`config.mk`:
```
export PLATFORM = sky130hd
export DESIGN_NAME = utf8_to_utf16_path_converter_flat
export DESIGN_NICKNAME = d
export VERILOG_FILES = /design/src/u8u16_pkg.sv /design/src/u8u16_if.sv /design/src/utf8_to_utf16_path_converter.sv /design/src/u8u16_front.sv /design/src/u8u16_back.sv /design/src/flat_wrapper.sv
export SDC_FILE = /design/constraint.sdc
export NUM_CORES = 1
export LEC_CHECK = 0
export ABC_AREA = 1
export BUFFER_PORTS_ARGS = -buffer_cell sky130_fd_sc_hd__buf_4
export CAP_MARGIN = 20
export CORE_ASPECT_RATIO = 0.5
export CORE_MARGIN = 5
export CORE_UTILIZATION = 35
export DETAILED_ROUTE_END_ITERATION = 10
export GPL_ROUTABILITY_DRIVEN = 0
export SYNTH_ARGS = -nofsm -noshare
export SYNTH_HDL_FRONTEND = slang
export SYNTH_HIERARCHICAL = 1
export SYNTH_SLANG_ARGS = --single-unit
```
`constraint.sdc`:
```
create_clock -name clk -period 3.61 [get_ports clk]
set_input_delay 1.083 -clock clk [delete_from_list [all_inputs] [get_ports clk]]
set_output_delay 1.083 -clock clk [all_outputs]
set_load 0.05 [all_outputs]
```
`src/u8u16_pkg.sv`:
```
// Shared types, constants and helper functions of the UTF-8 to UTF-16 path converter.
package u8u16_pkg;

	// Configuration register indexes.
	localparam logic CFG_OUTPUT_CAPACITY = 1'b0;
	localparam logic CFG_STOP_AT_NUL     = 1'b1;

	localparam logic [15:0] CAPACITY_RESET = 16'h8000;

	// Byte queue between the front and the back.
	localparam int QUEUE_DEPTH = 4;
	localparam int QUEUE_AW    = $clog2(QUEUE_DEPTH);

	// UTF-16 constants.
	localparam logic [15:0] HIGH_SURROGATE = 16'hd800;
	localparam logic [15:0] LOW_SURROGATE  = 16'hdc00;
	localparam logic [20:0] PLANE_OFFSET   = 21'h10000;

	// UTF-8 lead byte bounds.
	localparam logic [7:0] LEAD2_LO      = 8'hc2;
	localparam logic [7:0] LEAD3_LO      = 8'he0;
	localparam logic [7:0] LEAD4_LO      = 8'hf0;
	localparam logic [7:0] LEAD4_HI      = 8'hf5;
	localparam logic [7:0] COPY_LO       = 8'ha0;
	localparam logic [7:0] LEAD3_MIN_2ND = 8'ha0;
	localparam logic [7:0] LEAD4_MIN_2ND = 8'h90;
	localparam logic [7:0] LEAD4_MAX     = 8'hf4;
	localparam logic [7:0] CONT_MASK     = 8'hc0;
	localparam logic [7:0] CONT_MARK     = 8'h80;
	localparam logic [7:0] PAYLOAD_MASK  = 8'h3f;

	localparam logic [7:0] CHAR_COLON      = 8'h3a;
	localparam logic [7:0] CHAR_UNDERSCORE = 8'h5f;
	localparam logic [7:0] CHAR_SLASH      = 8'h2f;
	localparam logic [7:0] CHAR_BACKSLASH  = 8'h5c;

	// One classified byte as it waits in the queue.
	typedef struct packed {
		logic [7:0] in_byte;
		logic       ended;
		logic       nul_end;
	} entry_t;

	// Lowercase hex digit for a nibble.
	function automatic logic [15:0] hex_char(input logic [3:0] nib);
		logic [7:0] ch;
		if (nib < 4'd10) begin
			ch = 8'h30 + {4'd0, nib};
		end else begin
			ch = 8'h57 + {4'd0, nib};
		end
		return {8'd0, ch};
	endfunction

	function automatic logic is_cont(input logic [7:0] b);
		return (b & CONT_MASK) == CONT_MARK;
	endfunction

endpackage

```
`src/u8u16_if.sv`:
```
// Valid/ready channel interfaces for input bytes and output code units.
interface u8u16_in_if;
	logic       valid;
	logic       ready;
	logic [7:0] in_byte;
	logic       end_of_string;

	modport source (output valid, output in_byte, output end_of_string, input ready);
	modport sink (input valid, input in_byte, input end_of_string, output ready);
endinterface

interface u8u16_out_if;
	logic        valid;
	logic        ready;
	logic [15:0] code_unit;
	logic        is_terminator;
	logic        overflow;
	logic [15:0] units_written;

	modport source (output valid, output code_unit, output is_terminator, output overflow,
		output units_written, input ready);
	modport sink (input valid, input code_unit, input is_terminator, input overflow,
		input units_written, output ready);
endinterface

```
`src/utf8_to_utf16_path_converter.sv`:
```
// Top level of the UTF-8 to UTF-16 path converter: configuration registers, front and back.
//
// Usage:
// Bytes of a UTF-8 path enter on in_ch, one per transaction, with end_of_string on the
// last byte. UTF-16 code units leave on out_ch, one per transaction; each string closes
// with a terminator transaction carrying the overflow status and the unit count.
// Configuration is written through cfg_we/cfg_index/cfg_wdata while the block is idle:
// index 0 sets output_capacity, index 1 sets stop_at_nul.
// Throughput: the front takes a byte every cycle into a four-entry queue while the queue
// is not full. The decoder loads one byte at a time from the queue and takes no further
// byte while it still has units to emit, which leave one at a time through its single
// output port. A decoded 4-byte sequence emits two units, and so does a hex escape when
// room is left for both.
// Reset clears the queue, the decoder state and the output valid flag, and sets capacity
// 32768 and stop_at_nul 1. When the receiver stalls, the result holds in the output
// register, the decoder halts, and the queue keeps taking bytes until it is full.
module utf8_to_utf16_path_converter (
	input  logic        clk,
	input  logic        arst_n,
	u8u16_in_if.sink    in_ch,
	u8u16_out_if.source out_ch,
	input  logic        cfg_we,
	input  logic        cfg_index,
	input  logic [15:0] cfg_wdata
);

	logic [15:0]        capacity_q;
	logic               stop_at_nul_q;
	logic               q_valid;
	logic               q_pop;
	u8u16_pkg::entry_t  q_entry;

	// Configuration registers.
	always_ff @(posedge clk or negedge arst_n) begin
		if (!arst_n) begin
			capacity_q    <= u8u16_pkg::CAPACITY_RESET;
			stop_at_nul_q <= 1'b1;
		end else if (cfg_we) begin
			unique case (cfg_index)
				u8u16_pkg::CFG_OUTPUT_CAPACITY: capacity_q    <= cfg_wdata;
				u8u16_pkg::CFG_STOP_AT_NUL:     stop_at_nul_q <= cfg_wdata[0];
			endcase
		end
	end

	u8u16_front u_front (
		.clk         (clk),
		.arst_n      (arst_n),
		.in_ch       (in_ch),
		.stop_at_nul (stop_at_nul_q),
		.q_valid     (q_valid),
		.q_entry     (q_entry),
		.q_pop       (q_pop)
	);

	u8u16_back u_back (
		.clk             (clk),
		.arst_n          (arst_n),
		.output_capacity (capacity_q),
		.q_valid         (q_valid),
		.q_entry         (q_entry),
		.q_pop           (q_pop),
		.out_ch          (out_ch)
	);

endmodule

```
`src/u8u16_front.sv`:
```
// Front end: accepts input bytes, classifies string ends and queues them for the decoder.
module u8u16_front (
	input  logic                  clk,
	input  logic                  arst_n,
	u8u16_in_if.sink              in_ch,
	input  logic                  stop_at_nul,
	output logic                  q_valid,
	output u8u16_pkg::entry_t     q_entry,
	input  logic                  q_pop
);

	u8u16_pkg::entry_t                  mem_q [u8u16_pkg::QUEUE_DEPTH];
	logic [u8u16_pkg::QUEUE_AW-1:0]     head_q;
	logic [u8u16_pkg::QUEUE_AW-1:0]     tail_q;
	logic [u8u16_pkg::QUEUE_AW:0]       count_q;
	logic                               push;
	logic                               pop;
	u8u16_pkg::entry_t                  new_entry;

	// Classify the byte: a zero byte ends the string when enabled.
	always_comb begin
		new_entry.in_byte = in_ch.in_byte;
		new_entry.nul_end = stop_at_nul && (in_ch.in_byte == 8'd0);
		new_entry.ended   = in_ch.end_of_string || new_entry.nul_end;
	end

	assign in_ch.ready = (count_q != (u8u16_pkg::QUEUE_AW+1)'(u8u16_pkg::QUEUE_DEPTH));
	assign push        = in_ch.valid && in_ch.ready;
	assign q_valid     = (count_q != '0);
	assign pop         = q_pop && q_valid;
	assign q_entry     = mem_q[head_q];

	// Queue storage.
	always_ff @(posedge clk) begin
		if (push) begin
			mem_q[tail_q] <= new_entry;
		end
	end

	// Queue pointers and fill count.
	always_ff @(posedge clk or negedge arst_n) begin
		if (!arst_n) begin
			head_q  <= '0;
			tail_q  <= '0;
			count_q <= '0;
		end else begin
			if (push) begin
				tail_q <= tail_q + 1'b1;
			end
			if (pop) begin
				head_q <= head_q + 1'b1;
			end
			if (push && !pop) begin
				count_q <= count_q + 1'b1;
			end else if (pop && !push) begin
				count_q <= count_q - 1'b1;
			end
		end
	end

endmodule

```
`src/u8u16_back.sv`:
```
// Back end: decodes buffered UTF-8 bytes into UTF-16 units, one unit at a time.
module u8u16_back (
	input  logic                  clk,
	input  logic                  arst_n,
	input  logic [15:0]           output_capacity,
	input  logic                  q_valid,
	input  u8u16_pkg::entry_t     q_entry,
	output logic                  q_pop,
	u8u16_out_if.source           out_ch
);

	// Decoder state.
	logic             busy_q, busy_n;
	logic [3:0][7:0]  p_q, p_n;
	logic [2:0]       n_q, n_n;
	logic [15:0]      wpos_q, wpos_n;
	logic             ovf_q, ovf_n;
	logic             ended_q, ended_n;
	logic             pend_q, pend_n;
	logic [15:0]      pend_unit_q, pend_unit_n;

	// Output register.
	logic             out_valid_q;
	logic [15:0]      out_unit_q;
	logic             out_term_q;
	logic             out_ovf_q;
	logic [15:0]      out_cnt_q;

	logic             emit;
	logic [15:0]      e_unit;
	logic             e_term;
	logic             e_ovf;
	logic [15:0]      e_cnt;

	// Decode of the sequence at the head of the lookahead.
	logic [15:0]      limit;
	logic             slot_free;
	logic [7:0]       c;
	logic [1:0]       need;
	logic             short_seq;
	logic             ok2, ok3, ok4;
	logic [20:0]      scalar;
	logic [20:0]      v;
	logic [15:0]      first_unit;
	logic             second_needed;
	logic [15:0]      second_unit;
	logic [2:0]       used;
	logic [15:0]      wpos_inc;

	assign limit     = (output_capacity == 16'd0) ? 16'd0 : output_capacity - 16'd1;
	assign slot_free = !out_valid_q || out_ch.ready;
	assign c         = p_q[0];
	assign wpos_inc  = wpos_q + 16'd1;

	always_comb begin
		if (c >= u8u16_pkg::LEAD2_LO && c < u8u16_pkg::LEAD3_LO) begin
			need = 2'd1;
		end else if (c >= u8u16_pkg::LEAD3_LO && c < u8u16_pkg::LEAD4_LO) begin
			need = 2'd2;
		end else if (c >= u8u16_pkg::LEAD4_LO && c < u8u16_pkg::LEAD4_HI) begin
			need = 2'd3;
		end else begin
			need = 2'd0;
		end
		short_seq = (need != 2'd0) && (n_q <= {1'b0, need});

		ok2 = (need == 2'd1) && (n_q >= 3'd2) && u8u16_pkg::is_cont(p_q[1]);
		ok3 = (need == 2'd2) && (n_q >= 3'd3)
			&& !(c == u8u16_pkg::LEAD3_LO && p_q[1] < u8u16_pkg::LEAD3_MIN_2ND)
			&& u8u16_pkg::is_cont(p_q[1]) && u8u16_pkg::is_cont(p_q[2]);
		ok4 = (need == 2'd3) && (n_q >= 3'd4) && (wpos_inc < limit)
			&& !(c == u8u16_pkg::LEAD4_LO && p_q[1] < u8u16_pkg::LEAD4_MIN_2ND)
			&& !(c == u8u16_pkg::LEAD4_MAX && p_q[1] >= u8u16_pkg::LEAD4_MIN_2ND)
			&& u8u16_pkg::is_cont(p_q[1]) && u8u16_pkg::is_cont(p_q[2])
			&& u8u16_pkg::is_cont(p_q[3]);

		scalar = {c[2:0], p_q[1][5:0], p_q[2][5:0], p_q[3][5:0]};
		v      = scalar - u8u16_pkg::PLANE_OFFSET;

		second_needed = 1'b0;
		second_unit   = '0;
		used          = 3'd1;
		if (!c[7]) begin
			// ASCII with path separator mapping.
			if (c == u8u16_pkg::CHAR_COLON) begin
				first_unit = {8'd0, u8u16_pkg::CHAR_UNDERSCORE};
			end else if (c == u8u16_pkg::CHAR_SLASH) begin
				first_unit = {8'd0, u8u16_pkg::CHAR_BACKSLASH};
			end else begin
				first_unit = {8'd0, c};
			end
		end else if (ok2) begin
			first_unit = {5'd0, c[4:0], p_q[1][5:0]};
			used       = 3'd2;
		end else if (ok3) begin
			first_unit = {c[3:0], p_q[1][5:0], p_q[2][5:0]};
			used       = 3'd3;
		end else if (ok4) begin
			first_unit    = u8u16_pkg::HIGH_SURROGATE | {6'd0, v[19:10]};
			second_needed = 1'b1;
			second_unit   = u8u16_pkg::LOW_SURROGATE | {6'd0, v[9:0]};
			used          = 3'd4;
		end else if (c >= u8u16_pkg::COPY_LO) begin
			// Invalid lead copied as-is.
			first_unit = {8'd0, c};
		end else begin
			// Invalid lead escaped as two hex digits; the low one only if room is left.
			first_unit    = u8u16_pkg::hex_char(c[7:4]);
			second_needed = (wpos_inc < limit);
			second_unit   = u8u16_pkg::hex_char(c[3:0]);
		end
	end

	// Sequencer: load one byte, then step through the lookahead one unit at a time.
	always_comb begin
		busy_n      = busy_q;
		p_n         = p_q;
		n_n         = n_q;
		wpos_n      = wpos_q;
		ovf_n       = ovf_q;
		ended_n     = ended_q;
		pend_n      = pend_q;
		pend_unit_n = pend_unit_q;
		q_pop       = 1'b0;
		emit        = 1'b0;
		e_unit      = '0;
		e_term      = 1'b0;
		e_ovf       = 1'b0;
		e_cnt       = '0;

		if (!busy_q) begin
			if (q_valid) begin
				q_pop = 1'b1;
				if (ovf_q) begin
					// Discard the rest of an overflowed string.
					if (q_entry.ended) begin
						ovf_n  = 1'b0;
						n_n    = '0;
						wpos_n = '0;
					end
				end else begin
					busy_n  = 1'b1;
					ended_n = q_entry.ended;
					if (!q_entry.nul_end) begin
						p_n[n_q[1:0]] = q_entry.in_byte;
						n_n           = n_q + 3'd1;
					end
				end
			end
		end else if (pend_q) begin
			// Second unit of a surrogate pair or hex escape.
			if (slot_free) begin
				emit   = 1'b1;
				e_unit = pend_unit_q;
				wpos_n = wpos_inc;
				pend_n = 1'b0;
				if (n_q == 3'd0 && !ended_q) begin
					busy_n = 1'b0;
				end
			end
		end else if (n_q != 3'd0) begin
			if (wpos_q >= limit) begin
				// No room left: close the string with overflow.
				if (slot_free) begin
					emit   = 1'b1;
					e_term = 1'b1;
					e_ovf  = 1'b1;
					e_cnt  = wpos_q;
					n_n    = '0;
					wpos_n = '0;
					ovf_n  = !ended_q;
					busy_n = 1'b0;
				end
			end else if (short_seq && !ended_q) begin
				// Wait for more bytes of this sequence.
				busy_n = 1'b0;
			end else if (slot_free) begin
				emit        = 1'b1;
				e_unit      = first_unit;
				wpos_n      = wpos_inc;
				pend_n      = second_needed;
				pend_unit_n = second_unit;
				n_n         = n_q - used;
				for (int i = 0; i < 4; i++) begin
					if (3'(i) + used < 3'd4) begin
						p_n[i] = p_q[2'(3'(i) + used)];
					end else begin
						p_n[i] = 8'd0;
					end
				end
				if (!second_needed && n_n == 3'd0 && !ended_q) begin
					busy_n = 1'b0;
				end
			end
		end else if (ended_q) begin
			// Normal terminator.
			if (slot_free) begin
				emit   = 1'b1;
				e_term = 1'b1;
				e_cnt  = wpos_q;
				wpos_n = '0;
				busy_n = 1'b0;
			end
		end else begin
			busy_n = 1'b0;
		end
	end

	// Decoder control state.
	always_ff @(posedge clk or negedge arst_n) begin
		if (!arst_n) begin
			busy_q  <= 1'b0;
			p_q     <= '0;
			n_q     <= '0;
			wpos_q  <= '0;
			ovf_q   <= 1'b0;
			ended_q <= 1'b0;
			pend_q  <= 1'b0;
		end else begin
			busy_q  <= busy_n;
			p_q     <= p_n;
			n_q     <= n_n;
			wpos_q  <= wpos_n;
			ovf_q   <= ovf_n;
			ended_q <= ended_n;
			pend_q  <= pend_n;
		end
	end

	always_ff @(posedge clk) begin
		pend_unit_q <= pend_unit_n;
	end

	// Output register valid.
	always_ff @(posedge clk or negedge arst_n) begin
		if (!arst_n) begin
			out_valid_q <= 1'b0;
		end else if (emit) begin
			out_valid_q <= 1'b1;
		end else if (out_ch.ready) begin
			out_valid_q <= 1'b0;
		end
	end

	// Output register payload.
	always_ff @(posedge clk) begin
		if (emit) begin
			out_unit_q <= e_unit;
			out_term_q <= e_term;
			out_ovf_q  <= e_ovf;
			out_cnt_q  <= e_cnt;
		end
	end

	assign out_ch.valid         = out_valid_q;
	assign out_ch.code_unit     = out_unit_q;
	assign out_ch.is_terminator = out_term_q;
	assign out_ch.overflow      = out_ovf_q;
	assign out_ch.units_written = out_cnt_q;

endmodule

```
`src/flat_wrapper.sv`:
```
// flat-port wrapper written by rule: the top's interface ports become plain ports
module utf8_to_utf16_path_converter_flat 
  (clk, arst_n, cfg_we, cfg_index, cfg_wdata, in_ch_valid, in_ch_in_byte, in_ch_end_of_string, in_ch_ready, out_ch_valid, out_ch_code_unit, out_ch_is_terminator, out_ch_overflow, out_ch_units_written, out_ch_ready);
  u8u16_in_if in_ch_i ();
  u8u16_out_if out_ch_i ();
  input  logic clk;
  input  logic arst_n;
  input  logic cfg_we;
  input  logic cfg_index;
  input  logic [15:0] cfg_wdata;
  input wire logic [$bits(in_ch_i.valid)-1:0] in_ch_valid;
  input wire logic [$bits(in_ch_i.in_byte)-1:0] in_ch_in_byte;
  input wire logic [$bits(in_ch_i.end_of_string)-1:0] in_ch_end_of_string;
  output wire logic [$bits(in_ch_i.ready)-1:0] in_ch_ready;
  output wire logic [$bits(out_ch_i.valid)-1:0] out_ch_valid;
  output wire logic [$bits(out_ch_i.code_unit)-1:0] out_ch_code_unit;
  output wire logic [$bits(out_ch_i.is_terminator)-1:0] out_ch_is_terminator;
  output wire logic [$bits(out_ch_i.overflow)-1:0] out_ch_overflow;
  output wire logic [$bits(out_ch_i.units_written)-1:0] out_ch_units_written;
  input wire logic [$bits(out_ch_i.ready)-1:0] out_ch_ready;
  assign in_ch_i.valid = in_ch_valid;
  assign in_ch_i.in_byte = in_ch_in_byte;
  assign in_ch_i.end_of_string = in_ch_end_of_string;
  assign in_ch_ready = in_ch_i.ready;
  assign out_ch_valid = out_ch_i.valid;
  assign out_ch_code_unit = out_ch_i.code_unit;
  assign out_ch_is_terminator = out_ch_i.is_terminator;
  assign out_ch_overflow = out_ch_i.overflow;
  assign out_ch_units_written = out_ch_i.units_written;
  assign out_ch_i.ready = out_ch_ready;
  utf8_to_utf16_path_converter u_core (.clk(clk), .arst_n(arst_n), .in_ch(in_ch_i), .out_ch(out_ch_i), .cfg_we(cfg_we), .cfg_index(cfg_index), .cfg_wdata(cfg_wdata));
endmodule
```
==> impl_metrics.yaml, run 1 <==
outcome:
  outcome: "finished with violations"
  violations: "negative setup slack"
worst_setup_path:
  cpMaxStageDelayCell: "dfrtp_1"
  crit_required_ns: 3.95
  startpoint_type: "register"
  crit_family: "buffers and inverters"
  cp_slowest_stage_delay_ns: 0.40
  reg2reg_from: "u_core/capacity_q[1]"
  cp.arrival_ns: 4.13
  cp_num_buf_inv: 9
  critPathMaxFanout: 8
  cp-startpoint: "u_core/capacity_q[1]"
  critPathKind: "register to register"
  crit_path_end_kind: "register"
floorplan:
  die_h_um: 135
  start_util: 0.359
  row_count: 45
  boundaryPins: 67
  die_area_um2: 35300
  die_w_um: 261
  core-area_um2: 30700
timing:
  tightest_slew_ns: 0.767
  final.setup.worst_slack_ns: -0.181
  max_freq_ghz: 0.264
  maxSlewViolCount: 0
  setup_viol: 93
  slew_headroom: 0.489
  fin_skew_ns: 0.0102
  hold_viol: 0
  finalCritPeriodShare: 1.05
  rsz0062_at_grt: "yes"
  period_minus_slack_ns: 3.79
place:
  portBuffers: 66
  hpwl_um: 23500
  pre_cts_ws_ns: -0.292
  placed_cell_area_um2: 12900
layout:
  final_cell_mix: "nand2_1 (317), buf_4 (183), nor2_1 (127)"
  layout.nets: 1740
  final_area_um2: 15000
  synthToLayoutAreaGrowth_pct: 36.4
  layout-drive-gt1-share: 0.318
  antenna_cells: 0
  layout.cells.most_common: "nand2_1"
power_and_ir_drop:
  p_clk_frac: 0.139
  power.switching_mw: 6.05
  p_total_mw: 12.4
  max-vdd-ir-drop_uv: 367
  switching_share: 0.488
  power.leakage_nw: 6.90
  p_per_area_nw_per_um2: 825
  intPower_mw: 6.35
  seqPwrFrac: 0.265
  comb_power_share: 0.595
grt:
  antenna_found_initial: 0
  grt_pass1_wl_um: 51100
  grt_start_max_net_pins: 46
  grt.total_usage: 0.181
  grt_pass1_vias: 9960
  grt_overflow: 0
drt:
  antenna_left: 0
  vias: 10700
  drt_iter0_drc: 948
  wire_per_inst_um: 16.3
  drcViolationCount: 0
  vias_per_cell: 5.13
  drtPass1Iterations: 5
  routed_wl_um: 34000
clock_tree:
  clk_latency_ns: 0.45
  cts.path.max_buffers: 2
  cts-root-buf: "clkbuf_16"
  clkTransAtPathRegs_ns: 0.07
  cts_buffers: 17
  numClockSinks: 165
  ctsHtreeMaxLevel: 4
  cts_tree: "yes"
synthesis:
  async_flop_share: 0.485
  dominantRegCellSynth: "edfxtp_1"
  synth_edf_count: 85
  ys_seq_elements: 165
  synth_cells: 1444
  avgSynthCellArea_um2: 7.63
  syn_area_um2: 11000
  synth.yosys.seq_area_share: 0.414
  synth_fp_nets: 1537
  synth_cell_types: 48
  yosysWarningCount: 6
hold_path:
  worstHoldStart: "u_core/capacity_q[15]"
  hold_path.class: "register to register"
flow_run:
  max-cap-violations: 0
repair_timing:
| action | in CTS | in global routing |
|---|---|---|
| buffers inserted | 10 | 22 |
| hold buffers | 0 | 0 |
| pin swaps | 15 | 62 |
| gates cloned | 0 | 10 |
| resized for setup | 28 | 291 |
| endpoints found under the setup margin | 88 | 140 |
path summary, 6_finish.rpt:
kind	end	slack, ns	depth (start not counted)
setup / recovery	u_core/u_back/p_q[8]	-0.18	26
hold / removal	u_core/capacity_q[15]	0.48	2
setup reg to reg	u_core/u_back/p_q[8]	-0.18	26
hold reg to reg	u_core/capacity_q[15]	0.48	2
max in group asynchronous	u_core/u_back/wpos_q[1]	2.25	2
min in group asynchronous	u_core/u_back/p_q[29]	0.69	1
stage by stage:
step | hold WS [ns] | utilization | std cells | TNS [ns]
final | 0.482 | 0.490 | 2083 | -6.12
after global routing | 0.502 | 0.490 | 2083 | -38.00
after CTS | 0.482 | 0.443 | 2052 | -5.57
after detailed placement | 0.471 | 0.420 | 2010 | -4.83
after global placement | 0.473 | 0.420 | 2010 | -1.79
after floorplan | 0.442 | - | 1444 | -0.329
synth_stat cells (16+ instances only):
cell type	count	area, um^2
a21boi_1	17	128
a21oi_1	66	330
buf_2	16	80.1
clkbuf_1	17	63.8
dfrtp_1	78	1950
edfxtp_1	85	2550
ha_1	60	751
inv_1	138	518
inv_2	16	60.1
nand2_1	390	1460
nand3_1	135	676
nor2_1	168	631
o211ai_1	20	150
o21ai_0	61	305
o21ai_1	20	100
xor2_1	20	175
metal layers:
layer  global-route usage  routed length (um)
met3               0.0361                2280
met4               0.0466                 622
met5                    0                   0
met1                0.238               14700
met2                0.308               16400
layout make-up:
cell class	instances	area [um^2]
repair buffers	233	2200
fillers	2870	15700
clock inverters	14	114
inverters	158	623
clock buffers	18	429
well taps	423	529
flip-flops and latches	165	4560
multi-input cells	1072	6580
cells by family (layout without fill, tap and decap cells):
kind of cell             count (synthesis)  after routing  share of synthesized area
buffers and inverters                  207            423                     0.0805
XOR/XNOR                                24             24                     0.0191
AND/OR/NAND/NOR                        768            768                      0.299
adder cells (fa/ha/maj)                 62             62                     0.0718
AO/OA/AOI/OAI                          218            218                      0.115
flip-flops                             165            165                      0.414
registers in the layout, indices dropped and copies added, names as in the netlist, 2 cells and up:
signal                              flops
u_core/u_front/head_q                   2
u_core/u_front/count_q                  3
u_core/u_back/c                         8
u_core/u_back/out_ch.code_unit         16
u_core/capacity_q                      16
u_core/u_back/pend_unit_q              11
u_core/u_back/n_q                       3
u_core/u_back/out_ch.units_written     16
u_core/u_front/tail_q                   2
u_core/u_front/mem_q                   40
u_core/u_back/wpos_q                   16
u_core/u_back/p_q                      24
power groups by stage:
| stage | sequential, mW | clock [mW] | combinational [mW] |
|---|---|---|---|
| final | 3.29 | 1.73 | 7.38 |
| after global routing | 3.36 | 1.83 | 7.99 |
| after CTS | 3.26 | 1.77 | 6.14 |
| after detailed placement | 3.29 | 0 | 6.01 |
| after global placement | 3.29 | 0 | 5.96 |
| after floorplan | 3.84 | 0 | 3.33 |
worst reg2reg max path, stage by stage, from the launching register on:
cell and delay, ns:
dfrtp_1 0.40, inv_1 0.07, ha_2 0.19, nand2_2 0.08, nor3_4 0.14, nand2_2 0.11
nor2_4 0.10, inv_2 0.07, nor2_4 0.12, nand2_2 0.10, buf_6 0.13, nand3b_1 0.15
buf_4 0.14, buf_6 0.09, ha_4 0.20, a21oi_2 0.10, o21ai_1 0.07, a21oi_1 0.15
buf_4 0.16, nand3_4 0.11, buf_6 0.14, o21ai_4 0.23, buf_12 0.15, nand3_4 0.10
clkbuf_16 0.24, nor2_2 0.10, a21boi_2 0.06
Power figures use the tool's default switching activity.
==> inputs of run 2 (changes only) <==
==> constraint.sdc (replaced) <==
create_clock -name clk -period 3.61 [get_ports clk]
set_input_delay 0 -clock clk [delete_from_list [all_inputs] [get_ports clk]]
set_output_delay 0 -clock clk [all_outputs]
set_load 0.05 [all_outputs]
==> run 2 against run 1 <==
  * The run still ends with negative setup slack left
  * Hold slack worse by 0.42 ns
  * Clock power increased by 4%
  * Via count is 1.5% higher
  * First-iteration DRC count decreased by 9.8%
  * Final cell count up 2.4%
  * Largest cell class unchanged
  * Sequential share of layout area shrank 1.2 points
==> impl_metrics.yaml, run 2 (synthesis results as in run 1) <==
outcome:
  outcome: "finished with violations"
  violations: "negative setup slack"
timing:
  hold_ws_ns: 0.0589
  period_minus_slack_ns: 3.76
  tns_ns: -2.59
  hold_viol: 0
  tightest_slew_ns: 1.03
  finalCritPeriodShare: 1.04
  rsz0062_at_grt: "yes"
  slew_headroom: 0.311
  setup_viol: 36
  maxSlewViolCount: 0
  fin_skew_ns: 0.0111
  max_freq_ghz: 0.266
  final.setup.worst_slack_ns: -0.151
place:
  hpwl_um: 23300
  pre_cts_ws_ns: -0.298
  placed_cell_area_um2: 12900
  portBuffers: 66
  place_inst: 2010
worst_setup_path:
  startpoint_type: "register"
  cpMaxStageDelayCell: "dfrtp_1"
  cp_common_cell: "nand2_2"
  cp.arrival_ns: 4.15
  critPathKind: "register to register"
  rrSetupSlack_ns: -0.15
  cp_num_buf_inv: 12
  crit_family: "simple AND/OR/NAND/NOR gates"
  critPathMaxFanout: 7
  crit_path_end_kind: "register"
  cp_slowest_stage_delay_ns: 0.41
  crit_required_ns: 3.99
power_and_ir_drop:
  comb_power_share: 0.600
  seqPwrFrac: 0.259
  max-vdd-ir-drop_uv: 398
  switching_share: 0.477
  p_per_area_nw_per_um2: 814
  power.leakage_nw: 7.12
  p_clk_frac: 0.141
  power.switching_mw: 6.07
  intPower_mw: 6.66
  p_total_mw: 12.7
drt:
  drtPass1Iterations: 5
  antenna_left: 0
  routed_wl_um: 34700
  drcViolationCount: 0
  wire_per_inst_um: 16.3
  vias: 10800
  vias_per_cell: 5.08
  drt_iter0_drc: 855
floorplan:
  row_count: 45
  die_area_um2: 35300
  die_w_um: 261
  core-area_um2: 30700
  boundaryPins: 67
  die_h_um: 135
  start_util: 0.359
grt:
  grt_start_max_net_pins: 63
  grt_pass1_vias: 10100
  grt_pass1_wl_um: 52300
  grt.total_usage: 0.186
  grt_overflow: 0
  antenna_found_initial: 0
clock_tree:
  clkTransAtPathRegs_ns: 0.07
  clk_latency_ns: 0.46
  cts.path.max_buffers: 2
  cts_tree: "yes"
  numClockSinks: 165
  cts-root-buf: "clkbuf_16"
  cts_buffers: 17
  ctsHtreeMaxLevel: 4
layout:
  antenna_cells: 0
  final_area_um2: 15600
  top_regs: "u_core/u_front/mem_q: 40 flops, u_core/u_back/p_q: 24 flops"
  fin_util: 0.510
  layout-drive-gt1-share: 0.313
  regMostFlops: "u_core/u_front/mem_q"
  layout.cells.most_common: "nand2_1"
  synthToLayoutAreaGrowth_pct: 42.0
  final_cell_mix: "nand2_1 (326), buf_4 (185), nor2_1 (135)"
  largest_reg_flops: 40
  layout.nets: 1790
  fin_cells: 2132
flow_run:
  max-cap-violations: 0
hold_path:
  hold_path.class: "primary input to register"
-- run 2: cell count changes in the layout (fill, tap and decap cells not counted), moves of 9 or more --
cell | previous run | this run
dlygate4sd3_1 | 0 | 46
nand2_1 | 317 | 326
nand3_1 | 121 | 108
nand3_2 | 16 | 26
nor2_4 | 29 | 20
-- run 2: path summary, 6_finish.rpt --
check	startpoint	depth (start not counted)	endpoint
worst max register to register	u_core/capacity_q[2]	34	u_core/u_back/p_q[26]
worst min-delay path	cfg_we	4	u_core/capacity_q[15]
max in group asynchronous	arst_n	3	u_core/u_back/p_q[8]
worst min register to register	u_core/capacity_q[15]	2	u_core/capacity_q[15]
min in group asynchronous	arst_n	2	u_core/u_back/p_q[12]
worst max-delay path	u_core/capacity_q[2]	34	u_core/u_back/p_q[26]
-- run 2: timing repair --
action                     4_1_cts  5_1_grt
pin swaps                       21       61
cloned                           2        7
setup endpoints to repair       71      137
hold endpoints to repair       118        0
gates resized for setup         34      291
hold buffers                    46        0
buffers inserted                11       26
-- run 2: worst min-delay path: cells and delay by family --
kind                   cells  cell delay [ns]
buffers and inverters      1             0.21
and+or+nand+nor            3             0.29
-- run 2: power by group through the flow --
stage          Clock (mW)  Combinational, mW  Sequential [mW]
2_1_floorplan           0               3.33             3.84
3_3_place_gp            0               5.96             3.28
3_5_place_dp            0               6.01             3.29
4_1_cts              1.83               6.33             3.25
5_1_grt              1.90               8.26             3.36
6_report             1.80               7.63             3.29
-- run 2: per-layer routing --
metal | up-vias | global-route usage | routed length [um]
li1 | 5275 | - | -
met4 | 0 | 0.0566 | 795
met2 | 416 | 0.310 | 16400
met5 | - | 0 | 0
met3 | 70 | 0.0354 | 2520
met1 | 5071 | 0.248 | 15000
-- run 2: area by class of cell --
type	instances	area, um^2
sequential	165	4560
clock inverter	10	113
timing repair buffer	283	2720
tap	423	529
fill	2809	15100
clock buffer	21	450
multi-input combinational	1072	6650
inverter	158	613
